### src/rtl/sdc_pkg.sv
// ----------------------------------------------------------------------------
// sdc_pkg: shared types and constants
// character codes, state encodings and the flag group passed between the
// conversion and output stages
// ----------------------------------------------------------------------------
`default_nettype none

package sdc_pkg;

  localparam logic [7:0] CHAR_MINUS = 8'h2D;
  localparam logic [7:0] CHAR_ZERO  = 8'h30;
  localparam logic [7:0] CHAR_COMMA = 8'h2C;
  localparam logic [7:0] CHAR_NL    = 8'h0A;

  typedef enum logic [1:0] {
    DAB_IDLE,
    DAB_RUN,
    DAB_FULL
  } dab_state_e;

  typedef enum logic [2:0] {
    EM_IDLE,
    EM_SIGN,
    EM_SKIP,
    EM_DIGIT,
    EM_TERM
  } emit_state_e;

  typedef struct packed {
    logic neg;
    logic last;
  } item_flags_t;

endpackage

`default_nettype wire

### src/rtl/sdc_dabble.sv
// ----------------------------------------------------------------------------
// sdc_dabble: bit-serial binary to bcd converter
// shift-and-add-3, one magnitude bit per cycle, result held until taken
// ----------------------------------------------------------------------------
`default_nettype none

module sdc_dabble #(
  parameter int VALUE_BITS = 32,
  parameter int NUM_DIGITS = 10
) (
  input  wire logic                     clk_i,
  input  wire logic                     rst_ni,
  input  wire logic                     start_i,
  input  wire logic [VALUE_BITS-1:0]    mag_i,
  input  wire sdc_pkg::item_flags_t     flags_i,
  input  wire logic                     take_i,
  output logic                          idle_o,
  output logic                          full_o,
  output logic [4*NUM_DIGITS-1:0]       bcd_o,
  output sdc_pkg::item_flags_t          flags_o
);
  import sdc_pkg::*;

  localparam int CW = $clog2(VALUE_BITS + 1);
  localparam int BW = 4 * NUM_DIGITS;

  dab_state_e             state_q, state_d;
  logic [VALUE_BITS-1:0]  sr_q, sr_d;
  logic [BW-1:0]          bcd_q, bcd_d;
  logic [CW-1:0]          cnt_q, cnt_d;
  item_flags_t            flags_q, flags_d;
  logic [BW-1:0]          adj;
  logic                   load, step;

  // add 3 to every digit of 5 or more, then shift in the next bit
  always_comb begin
    for (int i = 0; i < NUM_DIGITS; i++) begin
      adj[4*i +: 4] = (bcd_q[4*i +: 4] >= 4'd5) ? bcd_q[4*i +: 4] + 4'd3
                                                 : bcd_q[4*i +: 4];
    end
  end

  always_comb begin
    state_d = state_q;
    unique case (state_q)
      DAB_IDLE: if (start_i) state_d = DAB_RUN;
      DAB_RUN:  if (cnt_q == CW'(1)) state_d = DAB_FULL;
      DAB_FULL: if (take_i) state_d = DAB_IDLE;
      default:  state_d = DAB_IDLE;
    endcase
  end

  always_comb begin
    load   = (state_q == DAB_IDLE) && start_i;
    step   = (state_q == DAB_RUN);
    idle_o = (state_q == DAB_IDLE);
    full_o = (state_q == DAB_FULL);
  end

  always_comb begin
    sr_d    = sr_q;
    bcd_d   = bcd_q;
    cnt_d   = cnt_q;
    flags_d = flags_q;
    if (load) begin
      sr_d    = mag_i;
      bcd_d   = '0;
      cnt_d   = CW'(VALUE_BITS);
      flags_d = flags_i;
    end else if (step) begin
      sr_d  = {sr_q[VALUE_BITS-2:0], 1'b0};
      bcd_d = {adj[BW-2:0], sr_q[VALUE_BITS-1]};
      cnt_d = cnt_q - CW'(1);
    end
  end

  always_ff @(posedge clk_i or negedge rst_ni) begin
    if (!rst_ni) begin
      state_q <= DAB_IDLE;
    end else begin
      state_q <= state_d;
    end
  end

  always_ff @(posedge clk_i) begin
    sr_q    <= sr_d;
    bcd_q   <= bcd_d;
    cnt_q   <= cnt_d;
    flags_q <= flags_d;
  end

  assign bcd_o   = bcd_q;
  assign flags_o = flags_q;

endmodule

`default_nettype wire

### src/rtl/sdc_emit.sv
// ----------------------------------------------------------------------------
// sdc_emit: character sequencer
// sign, digits without leading zeros and separator, one per cycle unless
// stalled, into an output register
// ----------------------------------------------------------------------------
`default_nettype none

module sdc_emit #(
  parameter int NUM_DIGITS = 10
) (
  input  wire logic                     clk_i,
  input  wire logic                     rst_ni,
  input  wire logic                     load_i,
  input  wire logic [4*NUM_DIGITS-1:0]  bcd_i,
  input  wire sdc_pkg::item_flags_t     flags_i,
  output logic                          idle_o,
  output logic                          out_valid_o,
  input  wire logic                     out_ready_i,
  output logic [7:0]                    ascii_char_o,
  output logic                          item_done_o
);
  import sdc_pkg::*;

  localparam int CW = $clog2(NUM_DIGITS + 1);
  localparam int BW = 4 * NUM_DIGITS;

  emit_state_e  state_q, state_d;
  logic [BW-1:0] dig_q, dig_d;
  logic [CW-1:0] cnt_q, cnt_d;
  item_flags_t   flags_q, flags_d;
  logic          valid_q, valid_d;
  logic [7:0]    char_q, char_d;
  logic          done_q, done_d;

  logic          ospace, oload, shift, lead_zero;
  logic [3:0]    top;
  logic [7:0]    ochar;
  logic          odone;

  assign top       = dig_q[BW-1 -: 4];
  assign ospace    = !valid_q || out_ready_i;
  assign lead_zero = (top == 4'd0) && (cnt_q > CW'(1));

  always_comb begin
    state_d = state_q;
    unique case (state_q)
      EM_IDLE:  if (load_i) state_d = flags_i.neg ? EM_SIGN : EM_SKIP;
      EM_SIGN:  if (ospace) state_d = EM_SKIP;
      EM_SKIP:  if (!lead_zero) state_d = EM_DIGIT;
      EM_DIGIT: if (ospace && cnt_q == CW'(1)) state_d = EM_TERM;
      EM_TERM:  if (ospace) state_d = EM_IDLE;
      default:  state_d = EM_IDLE;
    endcase
  end

  always_comb begin
    oload = 1'b0;
    shift = 1'b0;
    ochar = CHAR_ZERO;
    odone = 1'b0;
    unique case (state_q)
      EM_IDLE: ;
      EM_SIGN: begin
        oload = ospace;
        ochar = CHAR_MINUS;
      end
      EM_SKIP: shift = lead_zero;
      EM_DIGIT: begin
        oload = ospace;
        shift = ospace;
        ochar = CHAR_ZERO + {4'h0, top};
      end
      EM_TERM: begin
        oload = ospace;
        ochar = flags_q.last ? CHAR_NL : CHAR_COMMA;
        odone = 1'b1;
      end
      default: ;
    endcase
  end

  always_comb begin
    dig_d   = dig_q;
    cnt_d   = cnt_q;
    flags_d = flags_q;
    if (state_q == EM_IDLE && load_i) begin
      dig_d   = bcd_i;
      cnt_d   = CW'(NUM_DIGITS);
      flags_d = flags_i;
    end else if (shift) begin
      dig_d = {dig_q[BW-5:0], 4'h0};
      cnt_d = cnt_q - CW'(1);
    end
  end

  always_comb begin
    valid_d = valid_q;
    char_d  = char_q;
    done_d  = done_q;
    if (oload) begin
      valid_d = 1'b1;
      char_d  = ochar;
      done_d  = odone;
    end else if (out_ready_i) begin
      valid_d = 1'b0;
    end
  end

  always_ff @(posedge clk_i or negedge rst_ni) begin
    if (!rst_ni) begin
      state_q <= EM_IDLE;
      valid_q <= 1'b0;
    end else begin
      state_q <= state_d;
      valid_q <= valid_d;
    end
  end

  always_ff @(posedge clk_i) begin
    dig_q   <= dig_d;
    cnt_q   <= cnt_d;
    flags_q <= flags_d;
    char_q  <= char_d;
    done_q  <= done_d;
  end

  assign idle_o       = (state_q == EM_IDLE);
  assign out_valid_o  = valid_q;
  assign ascii_char_o = char_q;
  assign item_done_o  = done_q;

endmodule

`default_nettype wire

### src/rtl/signed_int_to_decimal_csv.sv
// ----------------------------------------------------------------------------
// signed_int_to_decimal_csv: signed integer to decimal ascii field
// prints one signed value per request as '-' if negative, decimal digits and
// ',' or newline, one character per output request
// ----------------------------------------------------------------------------
//
//   channel | signals                              | moves
//   --------+--------------------------------------+---------------------------
//   in      | in_valid_i / in_ready_o              | sample_value_i, record_end_i
//   out     | out_valid_o / out_ready_i            | ascii_char_o, item_done_o
//
// a request is converted bit-serially in the bcd converter, and its digits
// wait there until the character sequencer takes them; requests are taken
// only while the converter is idle, so one request is converted at a time
// the output side gives one character per cycle unless stalled, after skipping
// leading zeros at one digit per cycle, and runs while the next request converts
// reset clears both sequencers and the output valid; no memory to clear
// a stalled output holds its character; conversion of the next request
// still completes and waits in the converter
// ----------------------------------------------------------------------------
`default_nettype none

module signed_int_to_decimal_csv #(
  parameter int VALUE_BITS = 32
) (
  input  wire logic               clk_i,
  input  wire logic               rst_ni,
  input  wire logic               in_valid_i,
  output logic                    in_ready_o,
  input  wire logic signed [31:0] sample_value_i,
  input  wire logic               record_end_i,
  output logic                    out_valid_o,
  input  wire logic               out_ready_i,
  output logic [7:0]              ascii_char_o,
  output logic                    item_done_o
);
  import sdc_pkg::*;

  // decimal digits needed for 2^(VALUE_BITS-1), rounded up safely
  localparam int NUM_DIGITS = (VALUE_BITS * 3) / 10 + 1;

  logic [VALUE_BITS-1:0] raw, mag;
  item_flags_t           in_flags, held_flags;
  logic                  dab_idle, dab_full, emit_idle, handoff, start;
  logic [4*NUM_DIGITS-1:0] bcd;

  // only the low bits count, read as two's complement of that width;
  // the most negative value wraps back to itself, which is its magnitude
  assign raw           = sample_value_i[VALUE_BITS-1:0];
  assign in_flags.neg  = raw[VALUE_BITS-1];
  assign in_flags.last = record_end_i;
  assign mag           = in_flags.neg ? (~raw + VALUE_BITS'(1)) : raw;

  assign in_ready_o = dab_idle;
  assign start      = in_valid_i && dab_idle;

  // hand the digits over as soon as the character sequencer is free
  assign handoff = dab_full && emit_idle;

  sdc_dabble #(
    .VALUE_BITS (VALUE_BITS),
    .NUM_DIGITS (NUM_DIGITS)
  ) u_dabble (
    .clk_i   (clk_i),
    .rst_ni  (rst_ni),
    .start_i (start),
    .mag_i   (mag),
    .flags_i (in_flags),
    .take_i  (handoff),
    .idle_o  (dab_idle),
    .full_o  (dab_full),
    .bcd_o   (bcd),
    .flags_o (held_flags)
  );

  sdc_emit #(
    .NUM_DIGITS (NUM_DIGITS)
  ) u_emit (
    .clk_i        (clk_i),
    .rst_ni       (rst_ni),
    .load_i       (handoff),
    .bcd_i        (bcd),
    .flags_i      (held_flags),
    .idle_o       (emit_idle),
    .out_valid_o  (out_valid_o),
    .out_ready_i  (out_ready_i),
    .ascii_char_o (ascii_char_o),
    .item_done_o  (item_done_o)
  );

endmodule

`default_nettype wire

### config.mk
export PLATFORM = sky130hd
export DESIGN_NAME = signed_int_to_decimal_csv
export DESIGN_NICKNAME = d
export VERILOG_FILES = /design/src/rtl/sdc_pkg.sv /design/src/rtl/sdc_dabble.sv /design/src/rtl/sdc_emit.sv /design/src/rtl/signed_int_to_decimal_csv.sv
export SDC_FILE = /design/constraint.sdc
export NUM_CORES = 1
export LEC_CHECK = 0
export BUFFER_PORTS_ARGS = -buffer_cell sky130_fd_sc_hd__buf_4
export CORE_MARGIN = 2
export CORE_UTILIZATION = 53
export CTS_BUF_LIST = sky130_fd_sc_hd__clkbuf_8
export DETAILED_ROUTE_END_ITERATION = 10
export GPL_ROUTABILITY_DRIVEN = 0
export PLACE_DENSITY = 0.71
export SLEW_MARGIN = 20
export SYNTH_ARGS = -nofsm -noshare
export SYNTH_HDL_FRONTEND = slang
export SYNTH_SLANG_ARGS = --single-unit
### constraint.sdc
create_clock -name clk_i -period 2.7 [get_ports clk_i]
set_input_delay 0.405 -clock clk_i [delete_from_list [all_inputs] [get_ports clk_i]]
set_output_delay 0.405 -clock clk_i [all_outputs]
set_load 0.01 [all_outputs]
==> flow_summary.toml, run 1 <==
[status]
status = "finished clean"

[route]
routed.top_layer = "met4"
wl_met2_um = 7067
drtAntennaViolNets = 0
dr.pass1.iters = 4
routed-via-count = 5332
route.met3.wl_um = 561
drt-met1-wl_um = 6382
wire_per_inst_um = 14.81
viasPerCell = 5.543
drt-total-wl_um = 14250
drc = 0
drtIter0Drc = 404

[die]
dieHeight_um = 118.6
die_w_um = 118.6
core_area_sq_mm = 0.01272
ios = 48
core.rowCount = 41
dieArea_sq_mm = 0.01406
start_util_pct = 54.67

[cells_and_area]
antenna_cells = 0
fin_cells = 962
final_nets = 839
fillers = 1092
design_area_sq_mm = 0.007833
drive_gt1_share_pct = 12.28
area_growth_pct = 12.61

[global_routing]
antenna_found_initial = 0
gr-total-overflow = 0
grt_max_degree = 65
grt_pass1_wl_um = 24110
grt_pass1_vias = 5213
grt_usage_pct = 21.14

[cts]
cts_resized = 0
postCtsSetupRepairBufs = 0
ctsHoldBuffers = 1
clk_pin_slew_worst_paths_ns = 0.07
clock_path_buffers = 2
htree_levels = 4
cts_tree = "built"
cts-root-buf = "clkbuf_8"
worstSkewPairLatency_ns = 0.45
clkSinkCount = 138
cts-buffers-inserted = 17

[power_and_ir_drop]
p_per_area_mw_per_mm2 = 491.4
p_sw_uw = 806.1
ir_drop_mv = 0.3875
pwr-share-comb_pct = 3.8
power_frac_clock_pct = 38.9
p_int_mw = 3.042
sw_frac_of_total_pct = 20.95
seq_power_share_pct = 57.3
leakage_nw = 3.130

[timing]
fin_ws_ns = 0.5211
slew_violations = 0
worst_pin_slew_ns = 0.6038
hold_viol = 0
maxSlewHeadroom_pct = 59.74
finalCriticalPeriod_ns = 2.179
setup_viol = 0
max_freq_ghz = 0.4590
fin_worst_skew_ns = 0.01252
finalSetupTns_ns = 0
rsz0062_at_grt = "false"
fin_crit_sh_pct = 80.70

[logic_synthesis]
async_reset_ff_share_pct = 4.348
synth-seq-area-share_pct = 51.95
synth_edf_count = 82
synth.distinct_cells = 46
ys_ff_latch = 138
synthCells = 733
yosys_warnings = 0
synth_area_sq_mm = 0.006955
synth-main-ff-cell = "edfxtp_1"
synth_area_per_cell_sq_um = 9.489

[worst_setup_path]
crit_path_end_kind = "flip-flop"
start_kind = "flip-flop"
setup.worst_path.class = "flip-flop to flip-flop"
required_ns = 2.88
crit_fanout = 38
cp.arrival_ns = 2.36

[placed_design]
placed_cell_area_sq_mm = 0.007473
post-place-cells = 929
dpl_worst_slack_ns = 0.1797
port_buffers = 45
dp.final_hpwl_um = 9876

[run]
maxCapViolations = 0

[min_path]
hp-class = "input pin to flip-flop"
-- layout make-up --
type                            instances  area, sq um  area share, %
Tap cell                              172        215.2          2.748
Clock buffer                           20        275.3          3.514
Inverter                               31        116.4          1.486
Multi-Input combinational cell        527         3058          39.04
Clock inverter                         12        73.82         0.9425
Timing Repair Buffer                   62        480.5          6.134
Sequential cell                       138         3613          46.13
-- power groups by stage --
stage	logic, mW	registers [mW]	clock network, mW
floorplan	0.0675	2.25	0
global placement	0.139	2.25	0
detailed placement	0.144	2.25	0
CTS	0.146	2.20	1.53
global route	0.160	2.20	1.63
finish	0.146	2.21	1.50
-- final timing paths --
kind,from,end,slack [ns],depth (start not counted)
worst max register to register,u_emit.state_q[1],u_emit.dig_q[5],0.52,6
worst max-delay path,u_emit.state_q[1],u_emit.dig_q[5],0.52,6
max in group asynchronous,rst_ni,u_dabble.state_q[0],2.23,2
worst min-delay path,record_end_i,u_dabble.flags_o[0],0.14,1
min in group asynchronous,rst_ni,u_dabble.state_q[1],0.33,2
worst min register to register,u_dabble.flags_o[0],u_emit.flags_q[0],0.44,0
-- worst max-delay path, cell delays in order, from the launching register on --
cell and delay (ns):
dfrtp_1 0.54, nor3_1 0.55, nand2_1 0.14, buf_4 0.23
buf_4 0.26, nand2_1 0.10, o21ai_0 0.09
-- registers in the layout (all words and copies together), names as in the netlist --
name	cells
u_emit.cnt_q	4
u_dabble.state_q	2
u_emit.out_valid_o	1
u_dabble.bcd_o	40
u_emit.dig_q	40
u_emit.ascii_char_o	6
u_emit.item_done_o	1
u_dabble.sr_q	32
u_emit.state_q	3
u_emit.flags_q	1
u_dabble.cnt_q	6
u_dabble.flags_o	2
-- layer usage --
| metal | vias up | global-route usage (%) |
|---|---|---|
| met1 | 2518 | 27.05 |
| met2 | 131 | 34.52 |
| met5 | - | 0 |
| met4 | 0 | 8.110 |
| li1 | 2659 | - |
| met3 | 24 | 5.309 |
-- cells in the final DEF, fill, tap and decap left out, types with 20 or more instances in the layout --
| cell type | Yosys | layout |
|---|---|---|
| buf_4 | 3 | 60 |
| inv_1 | 31 | 40 |
| clkbuf_8 | 0 | 20 |
| a21oi_1 | 37 | 37 |
| nor2_1 | 45 | 45 |
| edfxtp_1 | 82 | 82 |
| dfxtp_1 | 50 | 50 |
| xor2_1 | 39 | 39 |
| nand3_1 | 39 | 39 |
| nand2_1 | 134 | 133 |
| o21ai_0 | 75 | 75 |
| o21ai_1 | 25 | 25 |
| ha_1 | 25 | 25 |
-- cells by family after synthesis --
kind of cell               synth area share, %
adders and majority gates                4.497
other                                  0.05391
buffers and inverters                    4.209
muxes                                   0.4317
xor gates and xnor gates                 6.548
AOI/OAI and AO/OA                        14.80
DFF                                      51.95
and+or+nand+nor                          17.50
-- through the flow --
stage               utilization (%)  power [mW]  hold WS (ns)
detailed placement            58.74       2.396        0.2326
global route                  61.57       3.990        0.1050
floorplan                         -       2.319        0.1094
CTS                           61.57       3.878        0.1087
finish                        61.57       3.849        0.1378
global placement              58.74       2.390        0.2260
-- synthesized netlist by cell type, drive strengths merged, types with 10 or more instances --
cell type / count / share of area, %
nand2: 137 / 7.5
o21ai: 100 / 7.2
edfxtp: 82 / 35
dfxtp: 50 / 14
nor2: 45 / 2.4
nand3: 39 / 2.8
xor2: 39 / 4.9
a21oi: 37 / 2.7
clkbuf: 31 / 1.7
inv: 31 / 1.7
ha: 25 / 4.5
nand2b: 16 / 1.4
xnor2: 13 / 1.6
o41ai: 10 / 1.6
(Power assumes the default switching activity.)
==> run 2: changes to the inputs <==
--- a/config.mk
+++ b/config.mk
@@ -11,7 +11,7 @@
 export CTS_BUF_LIST = sky130_fd_sc_hd__clkbuf_8
 export DETAILED_ROUTE_END_ITERATION = 10
 export GPL_ROUTABILITY_DRIVEN = 0
-export PLACE_DENSITY = 0.71
+export PLACE_DENSITY = 0.74
 export SLEW_MARGIN = 20
 export SYNTH_ARGS = -nofsm -noshare
 export SYNTH_HDL_FRONTEND = slang
==> constraint.sdc (replaced) <==
create_clock -name clk_i -period 2 [get_ports clk_i]
set_input_delay 0.3 -clock clk_i [delete_from_list [all_inputs] [get_ports clk_i]]
set_output_delay 0.3 -clock clk_i [all_outputs]
set_load 0.01 [all_outputs]
==> flow_summary.toml, run 2 (synthesis gave the netlist of run 1 again) <==
[worst_setup_path]
required_ns = 2.17
critPathMaxStageDelay_ns = 0.41
r2r_slack_ns = 0.18
cp_cell_sequence = "inv_1 > ha_1 > nor2_1 > o311ai_1 > a21o_1 > nand2_4 > buf_12"
crit_fanout = 16
cp.arrival_ns = 1.99
r2r_cells = 7
r2r_start = "u_emit.cnt_q[0]"
start_kind = "flip-flop"
setup.worst_path.class = "flip-flop to flip-flop"
r2r-end = "u_emit.dig_q[14]"
worst_path_max_delay_cell = "dfxtp_1"
crit_path_end_kind = "flip-flop"

[cts]
worstSkewPairLatency_ns = 0.46
htree_levels = 4
cts-root-buf = "clkbuf_8"
cts_tree = "built"
clk_pin_slew_worst_paths_ns = 0.08
clkSinkCount = 138
postCtsSetupRepairBufs = 0
cts-buffers-inserted = 17
clock_path_buffers = 2

[timing]
finalSetupTns_ns = 0
slew_violations = 0
finalCriticalPeriod_ns = 1.823
max_freq_ghz = 0.5484
fin_crit_sh_pct = 91.17
setup_viol = 0
rsz0062_at_grt = "false"
hold_slack_ns = 0.02515
fin_worst_skew_ns = 0.01206
hold_viol = 0

[die]
core_area_sq_mm = 0.01272
dieHeight_um = 118.6
dieArea_sq_mm = 0.01406
die_w_um = 118.6
start_util_pct = 54.67
core.rowCount = 41
ios = 48

[cells_and_area]
multiInputGateArea_sq_mm = 0.003083
final_cell_mix = "130 x nand2_1, 83 x buf_4, 82 x edfxtp_1, 75 x o21ai_0, 50 x dfxtp_1"
drive_gt1_share_pct = 16.89
final-seq-area_sq_mm = 0.003613
area_growth_pct = 17.95
final_common_cell = "nand2_1"
fillers = 1034
fin_cells = 989
final_nets = 866
antenna_cells = 0

[min_path]
hp-start = "record_end_i"
hp-class = "input pin to flip-flop"
holdPathEnd = "u_dabble.flags_o[0]"
hold_depth = 1

[global_routing]
grt_usage_pct = 21.39
antenna_found_initial = 0
gr-total-overflow = 0
grt_pass1_vias = 5391
grt_pass1_wl_um = 24350
grt_max_degree = 57

[route]
dr.pass1.iters = 5
viasPerCell = 5.448
drc = 0
wire_per_inst_um = 14.50
drtIter0Drc = 409
drtAntennaViolNets = 0
drt-total-wl_um = 14340
routed-via-count = 5388

[power_and_ir_drop]
leakage_nw = 3.293
p_int_mw = 4.485
seq_power_share_pct = 52.3
p_per_area_mw_per_mm2 = 693.2
power_frac_clock_pct = 43.9
sw_frac_of_total_pct = 21.15
pwr-share-comb_pct = 3.8
p_sw_mw = 1.203
ir_drop_mv = 0.4687

[status]
status = "finished clean"

[placed_design]
post-place-cells = 956
port_buffers = 45
dp.final_hpwl_um = 9966

[run]
maxCapViolations = 0
[run 2: how the worst max path moves through the flow]
| stage | start | endpoint | slack (ns) |
|---|---|---|---|
| global route | u_emit.dig_q[36] | u_emit.dig_q[14] | 0.02 |
| global placement | sample_value_i[0] | u_dabble.sr_q[18] | -0.11 |
| finish | u_emit.cnt_q[0] | u_emit.dig_q[14] | 0.18 |
| CTS | u_emit.cnt_q[0] | u_emit.state_q[0] | 0.07 |
| floorplan | sample_value_i[0] | u_dabble.sr_q[28] | 0.05 |
| detailed placement | sample_value_i[0] | u_dabble.sr_q[18] | -0.19 |
[run 2: power by group through the flow]
stage / clock [mW] / sequential (mW) / combinational [mW]
2_1_floorplan: 0 / 3.04 / 0.0911
3_3_place_gp: 0 / 3.04 / 0.207
3_5_place_dp: 0 / 3.04 / 0.214
4_1_cts: 2.54 / 2.97 / 0.216
5_1_grt: 2.66 / 2.97 / 0.238
6_report: 2.50 / 2.98 / 0.216
[run 2: repair_timing]
action	in CTS	in global routing
gates resized for setup	0	2
setup endpoints to repair	0	43
hold buffers	1	0
hold endpoints to repair	6	0
[run 2: critical path: cells and delay by family, from the launching register on]
family | cells | cell delay, ns
simple gates | 2 | 0.29
flops | 1 | 0.41
compound gates | 2 | 0.40
buf+inv | 2 | 0.23
fa+ha+maj | 1 | 0.21
[run 2: final cells by class]
class / count / area share (%)
multi-input combinational: 527 / 37.58
clock inverter: 14 / 2.379
tap: 172 / 2.623
inverter: 31 / 1.418
clock buffer: 18 / 3.020
timing repair buffer: 89 / 8.937
sequential: 138 / 44.04
[run 2: layer usage]
metal | up-vias | wire length (um) | GRT usage, % | part of all wire [%]
met5 | - | 0 | 0 | 0
met4 | 0 | 214 | 7.440 | 1.5
met3 | 22 | 546 | 5.357 | 3.8
met2 | 102 | 7235 | 36.53 | 50
met1 | 2556 | 6346 | 26.31 | 44
li1 | 2708 | - | - | -
[run 2: metrics by stage]
stage / instance area [sq um] / setup WS [ns] / power (mW) / util [%]
3_5_place_dp: 7739 / -0.1949 / 3.254 / 60.83
4_1_cts: 8192 / 0.07162 / 5.730 / 64.39
2_1_floorplan: 6969 / 0.04958 / 3.131 / -
3_3_place_gp: 7739 / -0.1139 / 3.247 / 60.83
6_report: 8204 / 0.1767 / 5.687 / 64.49
5_1_grt: 8204 / 0.01915 / 5.872 / 64.49
